`config.mk`:
```
export PLATFORM = sky130hd
export DESIGN_NAME = ordered_list_insert_remove
export DESIGN_NICKNAME = d
export VERILOG_FILES = /design/src/rtl/olir_pkg.sv /design/src/rtl/olir_ram.sv /design/src/rtl/olir_seq.sv /design/src/rtl/ordered_list_insert_remove.sv
export SDC_FILE = /design/constraint.sdc
export NUM_CORES = 1
export LEC_CHECK = 0
export ABC_AREA = 1
export BUFFER_PORTS_ARGS = -buffer_cell sky130_fd_sc_hd__buf_2
export CAP_MARGIN = 20
export CORE_ASPECT_RATIO = 0.5
export CORE_UTILIZATION = 47
export CTS_BUF_LIST = sky130_fd_sc_hd__clkbuf_8
export DETAILED_ROUTE_END_ITERATION = 16
export PLACE_DENSITY = 0.65
export SETUP_SLACK_MARGIN = 0.3
export SLEW_MARGIN = 20
export SYNTH_ARGS = -nofsm -noshare
export SYNTH_HDL_FRONTEND = slang
export SYNTH_SLANG_ARGS = --single-unit
export TNS_END_PERCENT = 50
```
`constraint.sdc`:
```
create_clock -name clock -period 3.35 [get_ports clock]
set_input_delay 0.5025 -clock clock [delete_from_list [all_inputs] [get_ports clock]]
set_output_delay 0.5025 -clock clock [all_outputs]
set_load 0.05 [all_outputs]
```
`src/rtl/olir_pkg.sv`:
```
// Shared constants, command codes, state encoding and interface structs for the ordered list.
package olir_pkg;

   localparam int CAPACITY   = 16;
   localparam int DATA_WIDTH = 32;

   // Widths of the transaction fields on the ports.
   localparam int CMD_W = 2;
   localparam int POS_W = 5;
   localparam int VAL_W = 32;
   localparam int CNT_PORT_W = 5;

   localparam int IDX_W = $clog2(CAPACITY);
   localparam int CNT_W = $clog2(CAPACITY + 1);
   // One spare bit so that position plus one never wraps.
   localparam int CMP_W = ((CNT_W > POS_W) ? CNT_W : POS_W) + 1;

   typedef enum logic [CMD_W-1:0] {
      CMD_INSERT = 2'd0,
      CMD_REMOVE = 2'd1,
      CMD_POP    = 2'd2
   } cmd_type;

   typedef enum logic [2:0] {
      ST_IDLE,
      ST_HEAD,
      ST_GRAB,
      ST_READ,
      ST_WRITE,
      ST_PUT,
      ST_DONE
   } state_type;

   typedef struct packed {
      logic                  we;
      logic [IDX_W-1:0]      waddr;
      logic [DATA_WIDTH-1:0] wdata;
      logic [IDX_W-1:0]      raddr;
   } ram_ctrl_type;

   typedef struct packed {
      logic                  fin;
      logic                  ok;
      logic [DATA_WIDTH-1:0] popped;
      logic                  cnt_inc;
      logic                  cnt_dec;
   } result_type;

endpackage

```
`src/rtl/olir_ram.sv`:
```
// Generic single-write, single-read RAM with a registered read port.
module olir_ram #(
   parameter int WIDTH = 32,
   parameter int DEPTH = 16
) (
   input  logic                     clock,
   input  logic                     we,
   input  logic [$clog2(DEPTH)-1:0] waddr,
   input  logic [WIDTH-1:0]         wdata,
   input  logic [$clog2(DEPTH)-1:0] raddr,
   output logic [WIDTH-1:0]         rdata
);

   logic [WIDTH-1:0] mem_ff [DEPTH];
   logic [WIDTH-1:0] rdata_ff;

   always_ff @(posedge clock) begin
      if (we) begin
         mem_ff[waddr] <= wdata;
      end
      rdata_ff <= mem_ff[raddr];
   end

   assign rdata = rdata_ff;

endmodule

```
`src/rtl/olir_seq.sv`:
```
// Sequencer that moves list entries one at a time through the entry RAM.
module olir_seq (
   input  logic                          clock,
   input  logic                          reset,
   input  logic                          start,
   input  olir_pkg::cmd_type             cmd,
   input  logic [olir_pkg::POS_W-1:0]    position,
   input  logic [olir_pkg::VAL_W-1:0]    item,
   input  logic [olir_pkg::CNT_W-1:0]    count,
   input  logic                          slot_free,
   input  logic [olir_pkg::DATA_WIDTH-1:0] rd_data,
   output logic                          busy,
   output olir_pkg::ram_ctrl_type        ram_ctrl,
   output olir_pkg::result_type          result
);
   import olir_pkg::*;

   state_type             state_ff, state_in;
   logic [IDX_W-1:0]      src_ff, src_in;
   logic [IDX_W-1:0]      pos_ff, pos_in;
   logic [DATA_WIDTH-1:0] item_ff, item_in;
   logic [DATA_WIDTH-1:0] popped_ff, popped_in;
   logic                  up_ff, up_in;
   logic                  ok_ff, ok_in;
   cmd_type               op_ff, op_in;

   logic [CMP_W-1:0] pos_ext;
   logic [CMP_W-1:0] pos_plus;
   logic [CMP_W-1:0] cnt_ext;
   logic             ins_ok;
   logic             rem_ok;
   logic [IDX_W-1:0] last_idx;
   logic [IDX_W-1:0] next_src;

   assign pos_ext  = CMP_W'(position);
   assign pos_plus = pos_ext + CMP_W'(1);
   assign cnt_ext  = CMP_W'(count);
   assign ins_ok   = (pos_ext <= cnt_ext) && (cnt_ext < CMP_W'(CAPACITY));
   assign rem_ok   = pos_ext < cnt_ext;
   assign last_idx = IDX_W'(count - CNT_W'(1));
   // The index adder that advances the source index at each step of a shift.
   assign next_src = up_ff ? (src_ff - IDX_W'(1)) : (src_ff + IDX_W'(1));

   // Next-state logic.
   always_comb begin
      state_in = state_ff;
      case (state_ff)
         ST_IDLE: begin
            if (start) begin
               case (cmd)
                  CMD_INSERT: begin
                     if (!ins_ok) begin
                        state_in = ST_DONE;
                     end else if (pos_ext == cnt_ext) begin
                        state_in = ST_PUT;
                     end else begin
                        state_in = ST_READ;
                     end
                  end
                  CMD_REMOVE: begin
                     if (rem_ok && (pos_plus < cnt_ext)) begin
                        state_in = ST_READ;
                     end else begin
                        state_in = ST_DONE;
                     end
                  end
                  CMD_POP: begin
                     state_in = (count != '0) ? ST_HEAD : ST_DONE;
                  end
                  default: begin
                     state_in = ST_DONE;
                  end
               endcase
            end
         end
         ST_HEAD:  state_in = ST_GRAB;
         ST_GRAB:  state_in = (cnt_ext > CMP_W'(1)) ? ST_READ : ST_DONE;
         ST_READ:  state_in = ST_WRITE;
         ST_WRITE: begin
            if (up_ff) begin
               state_in = (src_ff == pos_ff) ? ST_PUT : ST_READ;
            end else begin
               state_in = (src_ff == last_idx) ? ST_DONE : ST_READ;
            end
         end
         ST_PUT:   state_in = ST_DONE;
         ST_DONE:  state_in = slot_free ? ST_IDLE : ST_DONE;
         default:  state_in = ST_IDLE;
      endcase
   end

   // Output and datapath logic.
   always_comb begin
      src_in    = src_ff;
      pos_in    = pos_ff;
      item_in   = item_ff;
      popped_in = popped_ff;
      up_in     = up_ff;
      ok_in     = ok_ff;
      op_in     = op_ff;
      busy      = 1'b1;
      ram_ctrl  = '{we: 1'b0, waddr: src_ff, wdata: rd_data, raddr: src_ff};
      result    = '{fin: 1'b0, ok: ok_ff, popped: popped_ff,
                    cnt_inc: ok_ff && (op_ff == CMD_INSERT),
                    cnt_dec: ok_ff && (op_ff != CMD_INSERT)};
      case (state_ff)
         ST_IDLE: begin
            busy = 1'b0;
            if (start) begin
               op_in     = cmd;
               pos_in    = IDX_W'(position);
               item_in   = DATA_WIDTH'(item);
               popped_in = '0;
               up_in     = (cmd == CMD_INSERT);
               src_in    = (cmd == CMD_INSERT) ? last_idx : IDX_W'(pos_plus);
               case (cmd)
                  CMD_INSERT: ok_in = ins_ok;
                  CMD_REMOVE: ok_in = rem_ok;
                  CMD_POP:    ok_in = (count != '0);
                  default:    ok_in = 1'b0;
               endcase
            end
         end
         ST_HEAD: begin
            ram_ctrl.raddr = '0;
         end
         ST_GRAB: begin
            // The head word arrives from the read issued in ST_HEAD, in the cycle before.
            popped_in = rd_data;
            src_in    = IDX_W'(1);
            up_in     = 1'b0;
         end
         ST_READ: begin
            ram_ctrl.raddr = src_ff;
         end
         ST_WRITE: begin
            ram_ctrl.we    = 1'b1;
            ram_ctrl.waddr = up_ff ? (src_ff + IDX_W'(1)) : (src_ff - IDX_W'(1));
            ram_ctrl.wdata = rd_data;
            src_in         = next_src;
         end
         ST_PUT: begin
            ram_ctrl.we    = 1'b1;
            ram_ctrl.waddr = pos_ff;
            ram_ctrl.wdata = item_ff;
         end
         ST_DONE: begin
            result.fin = slot_free;
         end
         default: begin
            busy = 1'b1;
         end
      endcase
   end

   always_ff @(posedge clock) begin
      if (reset) begin
         state_ff <= ST_IDLE;
      end else begin
         state_ff <= state_in;
      end
   end

   always_ff @(posedge clock) begin
      src_ff    <= src_in;
      pos_ff    <= pos_in;
      item_ff   <= item_in;
      popped_ff <= popped_in;
      up_ff     <= up_in;
      ok_ff     <= ok_in;
      op_ff     <= op_in;
   end

endmodule

```
`src/rtl/ordered_list_insert_remove.sv`:
```
// Top level of the ordered list: handshakes, entry count, result register and entry RAM.
// A failed command or a remove of the last entry goes straight to the result; an append
// writes the item first; a shift reads and writes each moved entry in turn, and a pop
// reads the head before its shift. One transaction at a time; the next is taken in the
// cycle after the current result is loaded. Reset clears the entry count, the sequencer
// state and the result valid; RAM is kept.
module ordered_list_insert_remove (
   input  logic                         clock,
   input  logic                         reset,
   input  logic                         req_valid,
   output logic                         req_stall,
   input  logic [olir_pkg::CMD_W-1:0]   req_cmd,
   input  logic [olir_pkg::POS_W-1:0]   req_position,
   input  logic [olir_pkg::VAL_W-1:0]   req_item_value,
   output logic                         rsp_valid,
   input  logic                         rsp_stall,
   output logic                         rsp_ok,
   output logic [olir_pkg::VAL_W-1:0]   rsp_removed_value,
   output logic [olir_pkg::CNT_PORT_W-1:0] rsp_count,
   output logic                         rsp_is_empty
);
   import olir_pkg::*;

   logic                  busy;
   logic                  start;
   logic                  slot_free;
   ram_ctrl_type          ram_ctrl;
   result_type            result;
   logic [DATA_WIDTH-1:0] rd_data;
   logic [CNT_W-1:0]      count_ff, count_in;

   logic                  rsp_valid_ff, rsp_valid_in;
   logic                  rsp_ok_ff;
   logic [VAL_W-1:0]      rsp_removed_ff;
   logic [CNT_PORT_W-1:0] rsp_count_ff;
   logic                  rsp_is_empty_ff;

   assign req_stall = busy;
   assign start     = req_valid && !busy;
   assign slot_free = !rsp_valid_ff || !rsp_stall;

   olir_seq u_seq (
      .clock     (clock),
      .reset     (reset),
      .start     (start),
      .cmd       (cmd_type'(req_cmd)),
      .position  (req_position),
      .item      (req_item_value),
      .count     (count_ff),
      .slot_free (slot_free),
      .rd_data   (rd_data),
      .busy      (busy),
      .ram_ctrl  (ram_ctrl),
      .result    (result)
   );

   olir_ram #(
      .WIDTH (DATA_WIDTH),
      .DEPTH (CAPACITY)
   ) u_entries (
      .clock (clock),
      .we    (ram_ctrl.we),
      .waddr (ram_ctrl.waddr),
      .wdata (ram_ctrl.wdata),
      .raddr (ram_ctrl.raddr),
      .rdata (rd_data)
   );

   always_comb begin
      count_in = count_ff;
      if (result.cnt_inc) begin
         count_in = count_ff + CNT_W'(1);
      end else if (result.cnt_dec) begin
         count_in = count_ff - CNT_W'(1);
      end
      rsp_valid_in = rsp_valid_ff && rsp_stall;
      if (result.fin) begin
         rsp_valid_in = 1'b1;
      end
   end

   always_ff @(posedge clock) begin
      if (reset) begin
         count_ff     <= '0;
         rsp_valid_ff <= 1'b0;
      end else begin
         if (result.fin) begin
            count_ff <= count_in;
         end
         rsp_valid_ff <= rsp_valid_in;
      end
   end

   always_ff @(posedge clock) begin
      if (result.fin) begin
         rsp_ok_ff       <= result.ok;
         rsp_removed_ff  <= VAL_W'(result.popped);
         rsp_count_ff    <= CNT_PORT_W'(count_in);
         rsp_is_empty_ff <= (count_in == '0);
      end
   end

   assign rsp_valid         = rsp_valid_ff;
   assign rsp_ok            = rsp_ok_ff;
   assign rsp_removed_value = rsp_removed_ff;
   assign rsp_count         = rsp_count_ff;
   assign rsp_is_empty      = rsp_is_empty_ff;

endmodule

```
== After elaboration in Yosys (flattened, before gate mapping) ==
Memories as Yosys holds them, arrays and structs flattened. A register that Yosys moved wholly into a read port is not among the register bits.
Index checks and enable logic that the tools add are counted.

* Flip-flop bits (word level): 124
* Bits in latches: 0
* Memory bits (writable): 512
* ROM bits: 0
* Input bits: 43
* Output and inout bits: 41
* Word-level logic and storage cells: 88
* Memories: 1

* Add/sub/neg operators: 5
* Multiply operators: 0
* Divide/modulo/power cells: 0
* $lt $le $gt $ge: 5
* Equality and inequality tests: 12
* Shift-type cells: 0
* Muxes and demuxes: 31
* Bitwise logic cells: 0
* Reduce and logical (&&, ||, !) cells: 20

{| class="wikitable"
|+ Memory list
! name !! words !! bits a word !! read ports !! clocked after memory_dff !! write ports !! line !! RTL
|-
| u_entries.mem_ff || 16 || 32 || 1 || 1 || 1 || olir_ram.sv:14 || <nowiki>logic [WIDTH-1:0] mem_ff [DEPTH];</nowiki>
|}

{| class="wikitable"
|+ Operators by type and width
! kind !! count
|-
| $pmux 37 s2 || 1
|-
| $pmux 32 s2 || 1
|-
| $mux 32 || 1
|-
| $mux 3 || 10
|-
| $pmux 3 s7 || 1
|-
| $mux 4 || 5
|-
| $pmux 4 s3 || 1
|-
| $mux 5 || 2
|-
| $eq 3x3->1 const B || 3
|-
| $pmux 3 s3 || 1
|-
| $eq 4x4->1 || 2
|-
| $add 5x1->6 const B || 1
|-
| $eq 3x2->1 const B || 2
|-
| $logic_and 1x1->1 || 6
|-
| $lt 6x5->1 || 1
|-
| $mux 1 || 6
|-
| $reduce_and 2->1 || 3
|-
| $add 5x1->5 const B || 1
|-
| $eq 5x5->1 || 1
|-
| $gt 5x1->1 const B || 1
|-
| $le 5x5->1 || 1
|-
| $logic_not 5->1 || 1
|-
| $lt 5x5->1 || 1
|-
| $lt 5x5->1 const B || 1
|-
| 16 further kinds || 19
|}

== Depth between registers and ports, before layout ==
Gate-level depths: netlist of the first run.

* Depth after elaboration: 7
* Depth in mapped cells: 13
* Depth with buffers taken out: 13

== Cells and area by module ==
Synthesis of the first run repeated with hierarchy kept, for this count alone.

* Cells, all modules: 2669
* Area total of the unflattened synthesis: 28451.0 um^2

{| class="wikitable"
|+ Modules (own cells, without submodules)
! module !! times used !! cells each !! area an instance (um^2) !! sequential area each (um^2)
|-
| olir_ram || 1 || 2120 || 22730.6 || 16015.4
|-
| olir_seq || 1 || 438 || 4092.7 || 2342.2
|-
| ordered_list_insert_remove || 1 || 111 || 1627.8 || 1291.2
|}

== Worst setup path before layout of the first run ==
Ideal clock, no wire load.

* Path type: register -> register
* From: register u_seq.state_ff[0]
* To: register u_seq.popped_ff[0], enable pin
* Library setup time: 0.469 ns
* Data arrival time: 3.393 ns
* Required time: 2.881 ns
* Setup slack: -0.512 ns
* Stages on the path, launching flop included: 4
* Path buffers: 0
* Clock period less this slack: 3.862 ns
* Cell sequence: dfxtp_1 -> nor2_1 -> nand2_1 -> o21ai_0

* Cells in the longest elaborated chain, start to end: 4
* Elaborated cells on any way between the ends: 6
* Classes of those cells: eq/ne (2); reduce/logical (4)

{| class="wikitable"
|+ RTL lines
! what !! line !! RTL
|-
| start, declared || olir_seq.sv:18 || <nowiki>state_type state_ff, state_in;</nowiki>
|-
| start signal, assigned || olir_seq.sv:160 || <nowiki>state_ff <= state_in;</nowiki>
|-
| $logic_not 3->1 || olir_seq.sv:106 || <nowiki>case (state_ff)</nowiki>
|-
| $logic_and 1x1->1 || ordered_list_insert_remove.sv:39 || <nowiki>assign start = req_valid && !busy;</nowiki>
|-
| $ne 2x2->1 (no line) || - ||
|-
| $reduce_and 2->1 (no line) (*) || - ||
|-
| end signal, assigned || olir_seq.sv:168 || <nowiki>popped_ff <= popped_in;</nowiki>
|-
| end, declared || olir_seq.sv:22 || <nowiki>logic [DATA_WIDTH-1:0] popped_ff, popped_in;</nowiki>
|}

Mark *: on every way between the ends. The rest lies on a longest branch, timed or not.
A chain may end at the register's enable or synchronous reset.

== Worst setup path after layout of the first run ==
* From: register u_seq.src_ff[1]
* To: memory u_entries.mem_ff[10][8], enable pin

* Cells in the longest elaborated chain, start to end: 3
* Elaborated cells on any way between the ends: 4
* Classes of those cells: add/sub (2); mux (2)

{| class="wikitable"
|+ RTL lines
! what !! line !! RTL
|-
| start, declared || olir_seq.sv:19 || <nowiki>logic [IDX_W-1:0] src_ff, src_in;</nowiki>
|-
| start signal, assigned || olir_seq.sv:165 || <nowiki>src_ff <= src_in;</nowiki>
|-
| $sub 4x1->4 / $add 4x1->4 (equally long branches) || olir_seq.sv:138 || <nowiki>ram_ctrl.waddr = up_ff ? (src_ff + IDX_W'(1)) : (src_ff - IDX_W'(1));</nowiki>
|-
| $mux 4 || olir_seq.sv:138 ||
|-
| $pmux 37 s2 (*) || olir_seq.sv:106 ||
|-
| end, declared || olir_ram.sv:14 ||
|}

Marked as above.

==> results of run 1 <==
## per-stage QoR
stage | instances | cell area [sq um] | hold slack, ns | utilization [%]
2_1_floorplan | 2061 | 26900 | 0.400 | -
3_3_place_gp | 2857 | 28400 | 0.401 | 50.8
3_5_place_dp | 2857 | 28400 | 0.405 | 50.8
4_1_cts | 3065 | 30500 | 0.00473 | 54.4
5_1_grt | 3066 | 30500 | 0.0183 | 54.4
6_report | 3066 | 30500 | 0.0492 | 54.4
## registers in the layout (all words and copies together), names as in the netlist, 2 cells and up
name,flops
u_entries.mem_ff,512
u_seq.state_ff,3
rsp_count,5
u_seq.item_ff,32
u_seq.popped_ff,32
u_seq.pos_ff,4
u_seq.src_ff,4
count_ff,5
u_entries.rdata,32
u_seq.op_ff,2
rsp_removed_value,32
## cell usage in the layout (no fill, tap or decap), types with 2 or more instances in the layout
cell / count
edfxtp_1: 627
nand2_1: 267
o211ai_1: 259
inv_1: 238
nor2_1: 181
o21ai_0: 105
clkbuf_8: 99
nand3_1: 91
buf_2: 83
o21ai_1: 73
buf_4: 52
dfxtp_1: 41
dlygate4sd3_1: 31
buf_12: 23
clkinv_1: 21
nor2_4: 18
a21oi_1: 17
clkinv_2: 17
ha_1: 17
xor2_1: 8
inv_2: 7
nor3_1: 3
xnor2_1: 3
nand2_2: 3
o221ai_1: 2
o22ai_1: 2
a211oi_1: 2
nand4_1: 2
inv_6: 2
## report_power, final
group          switching (W)  internal, W
clock network        0.00306      0.00284
registers           0.000352       0.0115
logic                0.00730      0.00287
## Yosys cell counts (all sizes together)
library cell	instances
inv	210
edfxtp	627
nand3b	1
a31oi	1
xnor2	3
dfxtp	41
o22ai	2
nor2	199
o21ai	179
clkinv	1
nand3	92
a21oi	18
a22oi	1
xor2	8
a211oi	2
buf	89
a21boi	1
a31o	1
nand2	272
o311ai	1
clkbuf	29
ha	17
o211ai	259
nand4	2
o221ai	2
nor3	3
## cells by family after synthesis
group / count (synthesis) / share of synthesized area [%]
xor gates and xnor gates: 11 / 0.358
buffers and inverters: 329 / 6.12
and+or+nand+nor: 569 / 8.52
AOI/OAI and AO/OA: 467 / 11.2
adders and majority gates: 17 / 0.790
DFF: 668 / 73.0
## layer usage
layer / vias to the layer above / track usage (%) / part of all wire (%)
met5: - / 0 / 0
met4: 0 / 5.40 / 1.4
met3: 72 / 3.75 / 6.5
met2: 503 / 31.7 / 45
met1: 8067 / 29.8 / 47
li1: 7798 / - / -
## layout make-up
cell class / count / area [sq um] / area share [%]
diodes: 1 / 2.50 / 0.00821
clock buffers: 99 / 1360 / 4.47
repair buffers: 189 / 1580 / 5.17
multi-input cells: 1064 / 5780 / 19.0
well taps: 756 / 946 / 3.10
clock inverters: 78 / 373 / 1.22
inverters: 211 / 793 / 2.60
flip-flops and latches: 668 / 19600 / 64.5
## worst max path at each step
stage	cells after the start	end	slack, ns
after global placement	9	u_entries.mem_ff[10][7]	0.73
final	9	u_entries.mem_ff[10][8]	0.67
after floorplan	10	u_entries.mem_ff[11][0]	0.02
after detailed placement	9	u_entries.mem_ff[10][7]	0.71
after global routing	9	u_entries.mem_ff[10][31]	0.49
after CTS	9	u_entries.mem_ff[10][31]	0.68
## timing repair
action,CTS,global route
hold endpoints to repair,31,0
hold buffers,31,0
endpoints found under the setup margin,0,0
## worst max-delay path, cell delays in order, from the launching register on
cell and delay, ns:
edfxtp_1 0.49, inv_1 0.22, ha_1 0.27, xor2_1 0.16, nand2_1 0.09, o21ai_1 0.10
a21oi_2 0.17, nand2_1 0.27, nor2_4 0.20, buf_4 0.36
==> metrics.txt, run 1 <==
Worst Hold Path Cells 1; pre-CTS setup slack 0.709 ns; Worst EP required 3.67 ns; crit path capture type flip-flop; MaxCap Viol Count 0; Mapped Nets 2121; worst-path maximum fanout 22; RR Endpoint u_entries.mem_ff[10][8]; initial antenna violation count 2; final worst slack 0.671 ns; Hold Startpoint req_item_value[29]; # DRC 0; total gr overflow 0; Netlist Area Pre-Place 26900 sq um; max_slew headroom 40.0%; Tot GR Track Use 20.4%; Initial Utilization 48.0%; # resized after CTS 0; clock tree buffer depth 3; layout cell share with drive strength beyond 1 13.6%; routability-driven placement congestion ratio 0.863; Syn Inst Count 2061; Peak Freq 0.373 GHz; Die ar. 58300 sq um; HP Class in2reg; CTS Root Cell clkbuf_8; worst hold path endpoint u_seq.item_ff[29]; status finished clean; WL/cell 19.5 um; number of global-route vias before repair 15600; Register-to-Register Path Depth 9; Post-DRT Antenna Nets 0; reg2reg setup slack 0.67 ns; min cycle time layout 2.68 ns; Netlist cell types 37; Syn Area/Cell 13.1 sq um; Arr. time, crit path 3.00 ns; Top Ports 84; Yosys reg bits 668; Core Region 56000 sq um; power density over the cells 917 nW/um^2; CTS tree done; Die Width 340 um; Leakage 10.9 nW; area delta synth->final 13.3%; via count 16400; DRT Pass-1 Iters 6; largest net degree at the start of global routing 129; Final Power 0.0280 W; peak supply drop 584 uV; CP startpoint u_seq.src_ff[1]; setup TNS 0 ns; post-detail-place hpwl 33600 um; final hold violation count 0; Vias/cell 5.36; post-synthesis sequential area ratio 73.0%; startpoint types flip-flop; Nets 2289; first-pass GRT wire length 91000 um; # setup viols final 0; Inserted Clock Buffers 95; slew at the pin with the worst max-slew slack 0.900 ns; Cell Rows 61; # fillers 4592; Clk Latency, worst-skew pair 0.67 ns; Port Buf Inserts 83; CTS H-tree depth 3; crit share post-route 80.0%; share of Yosys cell area claimed by the top area cell type 70.0%; clk_skew 0.0258 ns; critical path type reg2reg; Yosys warnings 0; Initial DRC Count 1781; clock slew at reported path FFs 0.06 ns; r2r startpoint u_seq.src_ff[1]; Post-Route WL 59800 um; unrepaired setup endpoints after global routing false; largest area contributor in the netlist edfxtp_1; leading post-synthesis cells by cell area edfxtp_1 70%, o211ai_1 7.2%, nand2_1 3.8%; Sink Count 668; Final Max Slew Viols 0; Die Y 171 um; post-CTS setup buffer count 0
Power figures use the tool's default switching activity.
==> run 2, diff against run 1 <==
--- a/config.mk
+++ b/config.mk
@@ -5,7 +5,7 @@
 export SDC_FILE = /design/constraint.sdc
 export NUM_CORES = 1
 export LEC_CHECK = 0
-export ABC_AREA = 1
+export ABC_AREA = 0
 export BUFFER_PORTS_ARGS = -buffer_cell sky130_fd_sc_hd__buf_2
 export CAP_MARGIN = 20
 export CORE_ASPECT_RATIO = 0.5
==> constraint.sdc (replaced) <==
create_clock -name clock -period 2.2 [get_ports clock]
set_input_delay 0.33 -clock clock [delete_from_list [all_inputs] [get_ports clock]]
set_output_delay 0.33 -clock clock [all_outputs]
set_load 0.05 [all_outputs]
==> run 2 against run 1 <==
Effect of this change: sequential share of layout area is 3.2 points lower; largest power group unchanged; final cell count is 10% lower; global-route usage is 1.5 points higher; the run now ends with negative setup slack left.
==> metrics.txt, run 2 <==
Final Max Slew Viols 0 (unchanged); Yosys warnings 0 (unchanged); Vias/cell 5.81 (was 5.36); Worst Hold Path Cells 4 (was 1); Sink Count 668 (unchanged); Peak Freq 0.426 GHz (was 0.373 GHz); layout cell share with drive strength beyond 1 26.0% (was 13.6%); Cell Rows 60 (was 61); switching power 0.0145 W (was 0.0107 W); first-pass GRT wire length 92900 um (was 91000 um); Die Width 336 um (was 340 um); Netlist Area Pre-Place 26200 sq um (was 26900 sq um); Mapped Nets 1682 (was 2121); Arr. time, crit path 2.72 ns (was 3.00 ns); Tot GR Track Use 22.0% (was 20.4%); # setup viols final 456 (was 0); reg2reg setup slack -0.15 ns (was 0.67 ns); CP startpoint u_seq.src_ff[0] (was u_seq.src_ff[1]); Leakage 11.4 nW (was 10.9 nW); final hold violation count 0 (unchanged); Final Power 0.0419 W (was 0.0280 W); M3 GR Usage 3.68% (was 3.75%); gr busiest metal met2 (unchanged); Die Y 169 um (was 171 um); Syn Inst Count 1622 (was 2061); slew at the pin with the worst max-slew slack 0.529 ns (was 0.900 ns); met2 global-route usage 33.4% (was 31.7%); Post-Synth XOR/XNOR Area 0.923% (was 0.358%); Slowest Stage Delay on Critical Path 0.50 ns (was 0.49 ns); post-detail-place hpwl 38300 um (was 33600 um); Core Region 54400 sq um (was 56000 sq um); crit share post-route 107% (was 80.0%); final core utilization 59.0% (was 54.4%); area delta synth->final 22.6% (was 13.3%); ys flop type edfxtp_1 (unchanged); power density over the cells 1300 nW/um^2 (was 917 nW/um^2); peak supply drop 560 uV (was 584 uV); worst-path maximum fanout 12 (was 22); Min Hold Slack 0.0644 ns (was 0.0492 ns); simple-gate area share of the yosys netlist 6.27% (was 8.52%); # fillers 4058 (was 4592); CTS H-tree depth 3 (unchanged); Top Ports 84 (unchanged); switching share of power 34.7% (was 38.3%); Yosys reg bits 668 (unchanged); leading post-synthesis cells by cell area edfxtp_1 72%, dfxtp_1 3.1%, a211oi_1 2.8% (was edfxtp_1 70%, o211ai_1 7.2%, nand2_1 3.8%); Clock Power Share 22.1% (was 21.1%); initial antenna violation count 1 (was 2); Inserted Clock Buffers 93 (was 95); post-synthesis sequential area ratio 75.1% (was 73.0%); leading cell type in the layout, fill and taps excluded edfxtp_1 (unchanged); pre-CTS setup slack -0.191 ns (was 0.709 ns); clock tree buffer depth 3 (unchanged); EDFF count, synth 627 (unchanged); routability-driven placement congestion ratio 0.856 (was 0.863); Post-DRT Antenna Nets 0 (unchanged); failing checks negative setup slack; Post-Route WL 66600 um (was 59800 um); most frequent cells in the layout 627 x edfxtp_1, 116 x buf_4, 106 x clkbuf_8 (was 627 x edfxtp_1, 267 x nand2_1, 259 x o211ai_1); largest area contributor in the netlist edfxtp_1 (unchanged); crit path capture type flip-flop (unchanged); Pint 0.0273 W (was 0.0173 W); startpoint types flip-flop (unchanged); worst setup path endpoint u_entries.mem_ff[11][0] (was u_entries.mem_ff[10][8]); critical path depth 8 (was 9); Register-to-Register Path Depth 8 (was 9); total gr overflow 0 (unchanged); status finished, violations left (was finished clean); max reg flops 512 (unchanged); M1 GR Usage 32.7% (was 29.8%); unrepaired setup endpoints after global routing true (was false); WL/cell 24.2 um (was 19.5 um); r2r startpoint u_seq.src_ff[0] (was u_seq.src_ff[1]); critical path type reg2reg (unchanged); largest family of logic cells by synthesized area compound AO/OA/AOI/OAI gates (unchanged); Buf/Inv on CP 2 (unchanged); min cycle time layout 2.35 ns (was 2.68 ns); largest net degree at the start of global routing 133 (was 129); multiplexer area fraction after synthesis 4.09% (was 0%); Initial DRC Count 1659 (was 1781); Syn Area/Cell 16.1 sq um (was 13.1 sq um); Nets 1985 (was 2289); Worst EP required 2.58 ns (was 3.67 ns); FFs w/ async S/R, synth 0% (unchanged); CP top delay family flip-flops (was buffers and inverters); clk_skew 0.0382 ns (was 0.0258 ns); Netlist cell types 56 (was 37); crit path cell chain ha_2 > mux2i_1 > mux2i_1 > a21oi_2 > or2_4 > nor2_4 > buf_4 > buf_12 (was inv_1 > ha_1 > xor2_1 > nand2_1 > o21ai_1 > a21oi_2 > nand2_1 > nor2_4 > buf_4); count leader, synth edfxtp_1 (unchanged); CTS Root Cell clkbuf_8 (unchanged); DRT Pass-1 Iters 5 (was 6); max_slew headroom 64.4% (was 40.0%); final worst slack -0.147 ns (was 0.671 ns); Worst path slowest cell edfxtp_1 (unchanged); number of global-route vias before repair 15200 (was 15600); HP Class in2reg (unchanged); Port Buf Inserts 83 (unchanged); share of Yosys cell area claimed by the top area cell type 72.0% (was 70.0%); area fraction in compound gates after synthesis 10.3% (was 11.2%); Reg with most FFs u_entries.mem_ff (unchanged); sequential power share 41.9% (was 42.5%); Clk Latency, worst-skew pair 0.69 ns (was 0.67 ns); MaxCap Viol Count 0 (unchanged); Gate power share 36.1% (was 36.4%); clock slew at reported path FFs 0.07 ns (was 0.06 ns); CTS tree done (unchanged); number of diodes 0 (was 1); via count 16000 (was 16400); most used cell, CP mux2i_1 (was nand2_1); Die ar. 56700 sq um (was 58300 sq um); # DRC 0 (unchanged); area share of fa/ha/maj cells after synthesis 0.813% (was 0.790%); synth cell count leaders 627 x edfxtp_1, 99 x and3_1, 98 x a211oi_1 (was 627 x edfxtp_1, 269 x nand2_1, 259 x o211ai_1); RR Endpoint u_entries.mem_ff[11][0] (was u_entries.mem_ff[10][8]); Initial Utilization 48.1% (was 48.0%)
run 2: per-stage QoR:
| stage | cells | cell area, sq um | setup TNS [ns] |
|---|---|---|---|
| finish | 2748 | 32100 | -30.54 |
| global route | 2748 | 32100 | -78.33 |
| CTS | 2715 | 31300 | -33.24 |
| detailed placement | 2491 | 28900 | -56.27 |
| global placement | 2491 | 28900 | -25.92 |
| floorplan | 1622 | 26400 | -288.65 |
run 2: worst min-delay path by stage:
stage / startpoint / to
after global routing: rsp_stall / rsp_valid
after CTS: rsp_stall / rsp_valid
final: rsp_stall / rsp_valid
after floorplan: u_seq.popped_ff[0] / rsp_removed_value[0]
after detailed placement: u_seq.popped_ff[12] / rsp_removed_value[12]
after global placement: u_seq.popped_ff[18] / rsp_removed_value[18]
run 2: logic make-up (layout without fill, tap and decap cells):
family / after synthesis / after routing
adder cells (fa/ha/maj): 17 / 17
AO/OA/AOI/OAI: 373 / 373
flip-flops: 668 / 668
AND/OR/NAND/NOR: 301 / 302
XOR/XNOR: 26 / 26
buffers and inverters: 134 / 515
multiplexers: 103 / 103
run 2: metal layers:
layer | routed length (um) | vias up
li1 | - | 7120
met1 | 30000 | 8109
met2 | 29800 | 650
met3 | 5430 | 95
met4 | 1320 | 0
met5 | 0 | -
run 2: layout make-up:
type                       count  area, sq um  area share, %
clock inverter                68          340           1.06
timing repair buffer         323         3400           10.6
inverter                      18         70.1          0.218
clock buffer                 106         1460           4.55
multi-input combinational    821         6230           19.4
tap                          744          931           2.90
sequential                   668        19700           61.2
run 2: power by group through the flow:
stage               clock, W  combinational [W]  sequential, W
detailed placement         0             0.0136         0.0178
global route         0.00993             0.0160         0.0176
finish               0.00924             0.0151         0.0175
CTS                  0.00937             0.0138         0.0175
global placement           0             0.0134         0.0177
floorplan                  0            0.00806         0.0178
run 2: worst min-delay path, cell delays in order:
cell,delay (ns)
buf_2,0.09
nand2_1,0.08
o21ai_0,0.07
nor2b_1,0.12
run 2: timing repair:
action	4_1_cts	5_1_grt
hold buffers	38	0
buffers inserted	9	15
hold endpoints to repair	43	0
endpoints found under the setup margin	1013	1064
resized for setup	17	40
pin swaps	5	12
cloned	3	18
